<file path="src/rtl/gate_event_evaluate_and_fanout_assert.svh">
// assertion macros for the gate event evaluate and fanout block
`ifndef GATE_EVENT_EVALUATE_AND_FANOUT_ASSERT_SVH
`define GATE_EVENT_EVALUATE_AND_FANOUT_ASSERT_SVH
`ifndef ASSERT_OFF
`define ASSERT_IMPLIES(lbl, clk, rst_n, ante, cons) \
    lbl: assert property (@(posedge clk) disable iff (!rst_n) (ante) |-> (cons)) \
        else $error("assertion failed");
`define ASSERT_NEXT(lbl, clk, rst_n, ante, cons) \
    lbl: assert property (@(posedge clk) disable iff (!rst_n) (ante) |=> (cons)) \
        else $error("assertion failed");
`else
`define ASSERT_IMPLIES(lbl, clk, rst_n, ante, cons)
`define ASSERT_NEXT(lbl, clk, rst_n, ante, cons)
`endif
`endif

</file>
<file path="src/rtl/geaf_pkg.sv">
// types, codes and gate evaluation shared by the gate event block
package geaf_pkg;

    localparam int unsigned QUEUE_DEPTH = 4;
    localparam int unsigned QUEUE_AW    = 2;
    localparam int unsigned FAN_CNT_W   = 7;

    typedef logic [1:0] logic_t;

    localparam logic_t LOGIC_0 = 2'd0;
    localparam logic_t LOGIC_1 = 2'd1;
    localparam logic_t LOGIC_X = 2'd2;
    localparam logic_t LOGIC_Z = 2'd3;

    typedef enum logic [1:0] {
        OP_EVENT       = 2'd0,
        OP_LOAD_GATE   = 2'd1,
        OP_LOAD_OFFSET = 2'd2,
        OP_LOAD_ENTRY  = 2'd3
    } op_t;

    typedef enum logic [2:0] {
        GATE_BUF  = 3'd0,
        GATE_INV  = 3'd1,
        GATE_NAND = 3'd2,
        GATE_NOR  = 3'd3,
        GATE_AND  = 3'd4,
        GATE_OR   = 3'd5,
        GATE_XOR  = 3'd6,
        GATE_XNOR = 3'd7
    } gate_kind_t;

    typedef enum logic {
        CMD_ENTRY_WRITE = 1'b0,
        CMD_FANOUT      = 1'b1
    } cmd_kind_t;

    typedef enum logic {
        FS_IDLE = 1'b0,
        FS_EVAL = 1'b1
    } front_state_t;

    typedef enum logic {
        BS_IDLE = 1'b0,
        BS_RUN  = 1'b1
    } back_state_t;

    typedef struct packed {
        op_t        op;
        logic [31:0] time_stamp;
        logic [11:0] gate_index;
        logic        port;
        logic_t      logic_value;
        logic [13:0] table_index;
        logic [14:0] table_word;
        gate_kind_t  load_gate_type;
        logic [15:0] load_delay;
        logic_t      load_input0;
        logic_t      load_input1;
        logic_t      load_output;
    } in_item_t;

    typedef struct packed {
        logic [31:0] new_time;
        logic [11:0] target_gate;
        logic        target_port;
        logic_t      new_value;
        logic        last_event;
    } out_item_t;

    typedef struct packed {
        logic [11:0] gate;
        logic        port;
    } fan_entry_t;

    typedef struct packed {
        cmd_kind_t              kind;
        logic [14:0]            addr;
        fan_entry_t             target;
        logic [FAN_CNT_W-1:0]   count;
        logic [31:0]            time_val;
        logic_t                 value;
    } queue_cmd_t;

    function automatic logic_t resolve_output(logic_t a, logic_t b, gate_kind_t kind);
        logic   one_a;
        logic   one_b;
        logic   zero_a;
        logic   zero_b;
        logic   known;
        logic_t res;
        one_a  = (a == LOGIC_1);
        one_b  = (b == LOGIC_1);
        zero_a = (a == LOGIC_0);
        zero_b = (b == LOGIC_0);
        known  = (zero_a || one_a) && (zero_b || one_b);
        unique case (kind)
            GATE_BUF:  res = a;
            GATE_INV:  res = zero_a ? LOGIC_1 : (one_a ? LOGIC_0 : a);
            GATE_NAND: res = (one_a && one_b) ? LOGIC_0 :
                             ((zero_a || zero_b) ? LOGIC_1 : LOGIC_X);
            GATE_NOR:  res = (one_a || one_b) ? LOGIC_0 :
                             ((zero_a && zero_b) ? LOGIC_1 : LOGIC_X);
            GATE_AND:  res = (one_a && one_b) ? LOGIC_1 :
                             ((zero_a || zero_b) ? LOGIC_0 : LOGIC_X);
            GATE_OR:   res = (one_a || one_b) ? LOGIC_1 :
                             ((zero_a && zero_b) ? LOGIC_0 : LOGIC_X);
            GATE_XOR:  res = known ? (a ^ b) : LOGIC_X;
            GATE_XNOR: res = known ? (LOGIC_1 ^ a ^ b) : LOGIC_X;
        endcase
        return res;
    endfunction

endpackage

</file>
<file path="src/rtl/geaf_queue.sv">
// command queue between the evaluate front end and the fanout back end
module geaf_queue (
    input  logic                   clk,
    input  logic                   rst_n,
    input  logic                   push,
    input  geaf_pkg::queue_cmd_t   push_cmd,
    output logic                   full,
    input  logic                   pop,
    output geaf_pkg::queue_cmd_t   pop_cmd,
    output logic                   empty
);

    geaf_pkg::queue_cmd_t              slot_reg [geaf_pkg::QUEUE_DEPTH];
    logic [geaf_pkg::QUEUE_AW-1:0]     wr_ptr_reg;
    logic [geaf_pkg::QUEUE_AW-1:0]     wr_ptr_next;
    logic [geaf_pkg::QUEUE_AW-1:0]     rd_ptr_reg;
    logic [geaf_pkg::QUEUE_AW-1:0]     rd_ptr_next;
    logic [geaf_pkg::QUEUE_AW:0]       cnt_reg;
    logic [geaf_pkg::QUEUE_AW:0]       cnt_next;

    assign full    = (cnt_reg == (geaf_pkg::QUEUE_AW + 1)'(geaf_pkg::QUEUE_DEPTH));
    assign empty   = (cnt_reg == '0);
    assign pop_cmd = slot_reg[rd_ptr_reg];

    always_comb
    begin
        wr_ptr_next = push ? wr_ptr_reg + 1'b1 : wr_ptr_reg;
        rd_ptr_next = pop ? rd_ptr_reg + 1'b1 : rd_ptr_reg;
        cnt_next    = cnt_reg;
        if (push && !pop)
        begin
            cnt_next = cnt_reg + 1'b1;
        end
        else if (pop && !push)
        begin
            cnt_next = cnt_reg - 1'b1;
        end
    end

    always_ff @(posedge clk or negedge rst_n)
    begin
        if (!rst_n)
        begin
            wr_ptr_reg <= '0;
            rd_ptr_reg <= '0;
            cnt_reg    <= '0;
        end
        else
        begin
            wr_ptr_reg <= wr_ptr_next;
            rd_ptr_reg <= rd_ptr_next;
            cnt_reg    <= cnt_next;
        end
    end

    always_ff @(posedge clk)
    begin
        if (push)
        begin
            slot_reg[wr_ptr_reg] <= push_cmd;
        end
    end

endmodule

</file>
<file path="config.mk">
export PLATFORM = sky130hd
export DESIGN_NAME = geaf_queue
export DESIGN_NICKNAME = d
export VERILOG_FILES = /design/src/rtl/gate_event_evaluate_and_fanout_assert.svh /design/src/rtl/geaf_pkg.sv /design/src/rtl/geaf_queue.sv
export SDC_FILE = /design/constraint.sdc
export NUM_CORES = 1
export LEC_CHECK = 0
export ABC_AREA = 1
export BUFFER_PORTS_ARGS = -buffer_cell sky130_fd_sc_hd__buf_2
export CORE_ASPECT_RATIO = 0.5
export CORE_MARGIN = 10
export CORE_UTILIZATION = 45
export CTS_CLUSTER_DIAMETER = 50
export DETAILED_ROUTE_END_ITERATION = 6
export PLACE_DENSITY = 0.7
export REMOVE_ABC_BUFFERS = 1
export SYNTH_ARGS = -nofsm -noshare
export SYNTH_HDL_FRONTEND = slang
export SYNTH_SLANG_ARGS = --single-unit
export TNS_END_PERCENT = 1
</file>
<file path="constraint.sdc">
create_clock -name clk -period 3.5 [get_ports clk]
set_input_delay 0.35 -clock clk [delete_from_list [all_inputs] [get_ports clk]]
set_output_delay 0.35 -clock clk [all_outputs]
set_load 0.01 [all_outputs]
</file>
== Word level (Yosys, flattened, before mapping) ==
Memory sizes are Yosys's and may differ from the RTL's.
Cells that the tools add are included.

* Flip-flop bits (word level): 7
* Bits in writable memories: 280
* Bits of input ports: 74
* Output and inout bits: 72
* Logic and storage cells: 19
* Memories: 1

{| class="wikitable"
|+ Memory list
! name !! depth !! width !! rd ports !! clocked after memory_dff !! wr ports !! RTL line !! RTL
|-
| slot_reg || 4 || 70 || 1 || 0 || 1 || geaf_queue.sv:13 || <nowiki>geaf_pkg::queue_cmd_t slot_reg [geaf_pkg::QUEUE_DEPTH];</nowiki>
|}

* $add $sub $neg: 4
* Eq/ne operators: 1
* Multiplexer cells: 4
* Reduce and logical (&&, ||, !) cells: 6

{| class="wikitable"
|+ Operators with widths
! cell !! count
|-
| two-way mux 3 bit || 2
|-
| adder 2 x 1 -> 2 bit (second input constant) || 2
|-
| adder 3 x 1 -> 3 bit (second input constant) || 1
|-
| equality test 3 bit (second input constant) || 1
|-
| zero test 3 bit || 1
|-
| subtractor 3 x 1 -> 3 bit (second input constant) || 1
|-
| logical AND 1 bit || 2
|-
| zero test 1 bit || 2
|-
| two-way mux 1 bit || 2
|-
| nonzero test 2 bit || 1
|}

== Logic depth before layout (Yosys ltp) ==
* Depth after elaboration: 4
* Depth in mapped cells: 9
* Mapped depth without buffers: 9

== Worst setup path after synthesis ==
No wires, ideal clock.

* Kind: register to register
* From: register wr_ptr_reg[0] (netlist name)
* To: memory slot_reg[2][0] (netlist name), enable pin
* Library setup time: 0.424 ns
* Data arrival time: 2.030 ns
* Required time: 3.076 ns
* Path slack: 1.045 ns
* Cell stages (with the launch flop): 5
* Path buffers: 0
* Clock period less this slack: 2.455 ns
* Cells stage by stage: dfrtp_1 inv_1 ha_1 nand2_1 inv_1

{| class="wikitable"
|+ RTL lines
! element !! RTL line !! RTL
|-
| start, declared || geaf_queue.sv:14 || <nowiki>logic [geaf_pkg::QUEUE_AW-1:0] wr_ptr_reg;</nowiki>
|-
| start signal, assigned || geaf_queue.sv:50 || <nowiki>wr_ptr_reg <= wr_ptr_next;</nowiki>
|-
| end, declared || geaf_queue.sv:13 ||
|}

No word-level cell before the write port.

==> flow_summary.yaml <==
yosys:
  ys_seq_area_share_pct: 74.92
  synth-xor-area-share_pct: 0.3058
  synthCells: 864
  synth_fa_ha_area_share_pct: 0.7208
  synth_top_family_by_area: "compound AO/OA/AOI/OAI gates"
  synth_compound_area_share_pct: 9.217
  yosys.area_share.simple_pct: 7.492
  synth_seq_cells: 287
  synth.distinct_cells: 18
  syn_area_um2: 11460
  synth.area.mux_share_pct: 0
  yosysWarningCount: 0
  syn_area_per_cell_um2: 13.26
critical_path:
  worst_path_largest_cell_delay_ps: 750
  reg2regPathDepth: 5
  reg2reg_from: "wr_ptr_reg[0]"
  critPathTopFamily: "flip-flops"
  reg2reg_to: "slot_reg[2][60]"
  critPathLaunchType: "flip-flop"
  cp.required_ps: 3150
  critical_path_class: "reg -> out"
  worstPathBufferInverterCount: 2
  path_cells: "buf_4 > o211ai_1 > nand2_1 > buf_2"
  critPathMaxFanout: 50
  slowest_stage: "dfrtp_4"
  cp-end-kind: "output port"
  r2r_slack_ps: 1500
  arrival_ps: 2310
sta:
  fin_worst_skew_ps: 5.408
  period_share_pct: 76.01
  rsz0062_at_grt: "no"
  max_freq_mhz: 375.9
  worst_pin_slew_ps: 903.2
  hold_viol: 0
  setup_viol: 0
  slew_violations: 0
  max_slew_margin_pct: 39.79
  tns_ps: 0
  period_needed_ps: 2660
floorplan:
  core_area_um2: 25140
  start_util_pct: 45.58
  dieArea_um2: 32630
  die_h_um: 132.8
  rows: 41
  io_pins: 146
  die_x_um: 245.7
global_routing:
  grt_max_degree: 103
  grt_overflow_total: 0
  grt_pass1_vias: 6861
  track_usage_pct: 14.47
  antenna_found_initial: 5
  grt_pass1_wl_mm: 37.53
cts:
  clk_pin_slew_ps: 70
  clock_latency_ps: 520
  clock-root-buffer: "clkbuf_16"
  cts_made_buffers: 26
  cts_buffer_depth: 3
  h-tree-depth: 1
  cts.sinks: 287
  cts_resized: 0
  cts_tree: "done"
power_and_ir_drop:
  leakage_nw: 5.317
  cellPowerDensity_nw_per_um2: 829.6
  total_power_mw: 11.03
  peakVddDrop_mv: 0.7618
layout:
  nets: 1083
  fin_area_um2: 13290
  fill_cells: 2063
  syn_to_final_growth_pct: 16.01
  layout-drive-gt1-share_pct: 19.49
  final_util_pct: 52.88
  largest_reg_flops: 280
placed_design:
  dpl.hpwl_mm: 15.03
  port_buffers: 145
  dpl_cell_area_um2: 12520
  gp_congestion: 0.7586
route:
  drc: 0
  highest_layer: "met5"
  dr.pass1.iters: 7
  routed_wl_mm: 23.93
  drt_iter0_drc: 445
  wl_met3_um: 772
  viasPerCell: 4.954
  wl_met2_mm: 12.98
  antenna_left: 0
  wl_per_cell_um: 17.52
  drt-met1-wl_mm: 9.575
  vias: 6767
run_status:
  outcome: "complete, no violations"
min_path:
  hold_depth: 1
  hp-start: "push_cmd[18]"
  hp-class: "in -> reg"
  hold_end: "slot_reg[2][18]"
run:
  drv_cap: 0
worst reg2reg max path, cell delays in order, from the launching register on:
cell and delay, ps:
dfrtp_1 410, inv_1 90, ha_1 200, nand2_1 70
clkinv_2 490, buf_12 430
power by group:
| part | internal, mW | leakage (nW) | switching (mW) |
|---|---|---|---|
| Clock | 1.40 | 0.373 | 1.16 |
| Combinational | 1.25 | 2.29 | 2.46 |
| Sequential | 4.50 | 2.65 | 0.249 |
| Total | 7.15 | 5.32 | 3.88 |
how the worst max path moves through the flow:
stage                  endpoint     startpoint  slack [ps]  cells past startpoint
global route         pop_cmd[0]  rd_ptr_reg[0]         660                      5
global placement    pop_cmd[66]  rd_ptr_reg[0]        1410                      4
finish              pop_cmd[66]  rd_ptr_reg[0]         840                      4
floorplan            pop_cmd[0]  rd_ptr_reg[0]       -1920                      2
CTS                 pop_cmd[66]  rd_ptr_reg[0]         830                      4
detailed placement  pop_cmd[66]  rd_ptr_reg[0]        1390                      4
cell type report:
class,instances,area (um2),area share (%)
Multi-Input combinational cell,378,2032,15.29
Sequential cell,287,8588,64.61
Inverter,152,575.6,4.330
Tap cell,344,430.4,3.238
Clock inverter,16,75.07,0.5648
Timing Repair Buffer,158,900.9,6.778
Clock buffer,30,686.9,5.168
Antenna cell,1,2.502,0.01883
cell usage after synthesis:
master,instances,share of area (%)
nand4_1,1,0.055
edfxtp_1,280,73
inv_2,1,0.033
nand3_1,1,0.044
xor2_1,3,0.23
nor3_1,2,0.087
clkbuf_1,1,0.033
clkbuf_4,2,0.13
nand2_1,223,7.3
buf_4,13,0.85
dfrtp_1,7,1.5
o211ai_1,140,9.2
o21ai_1,1,0.044
buf_2,31,1.4
ha_1,5,0.55
inv_1,151,4.9
fa_1,1,0.17
xnor2_1,1,0.076
metrics by stage:
| stage | instances | setup WS [ps] | hold slack [ps] |
|---|---|---|---|
| floorplan | 817 | -1923 | 54.41 |
| global placement | 1318 | 1415 | 191.5 |
| detailed placement | 1318 | 1388 | 202.2 |
| CTS | 1365 | 826.5 | 16.92 |
| global route | 1366 | 661.6 | 27.47 |
| finish | 1366 | 839.6 | 35.32 |
cells in the final DEF (no fill, tap or decap), drive strengths merged:
cell	netlist	routed
clkinvlp	0	2
dlygate4sd3	0	1
xnor2	1	1
inv	152	148
o21ai	1	1
diode	0	1
edfxtp	280	280
fa	1	1
clkbuf	3	30
o211ai	140	140
ha	5	5
clkinv	0	18
xor2	3	3
nand4	1	1
dfrtp	7	7
nand2	223	223
nor3	2	2
nand3	1	1
buf	44	157
layer usage:
| metal | GRT usage, % | vias up |
|---|---|---|
| li1 | - | 3288 |
| met1 | 16.76 | 3325 |
| met2 | 27.02 | 97 |
| met3 | 2.330 | 49 |
| met4 | 4.160 | 8 |
| met5 | 0 | - |
logic make-up (layout without fill, tap and decap cells):
kind of cell,count (synthesis),in the layout
AO/OA/AOI/OAI,141,141
XOR/XNOR,4,4
adder cells (fa/ha/maj),6,6
buffers and inverters,199,356
flip-flops,287,287
other,0,1
AND/OR/NAND/NOR,227,227
what timing repair did:
item                                   CTS  global route
buffers inserted                         0             0
endpoints found under the hold margin    7             0
hold buffers                             1             0
Note: power is estimated with default switching activity, not from simulation.
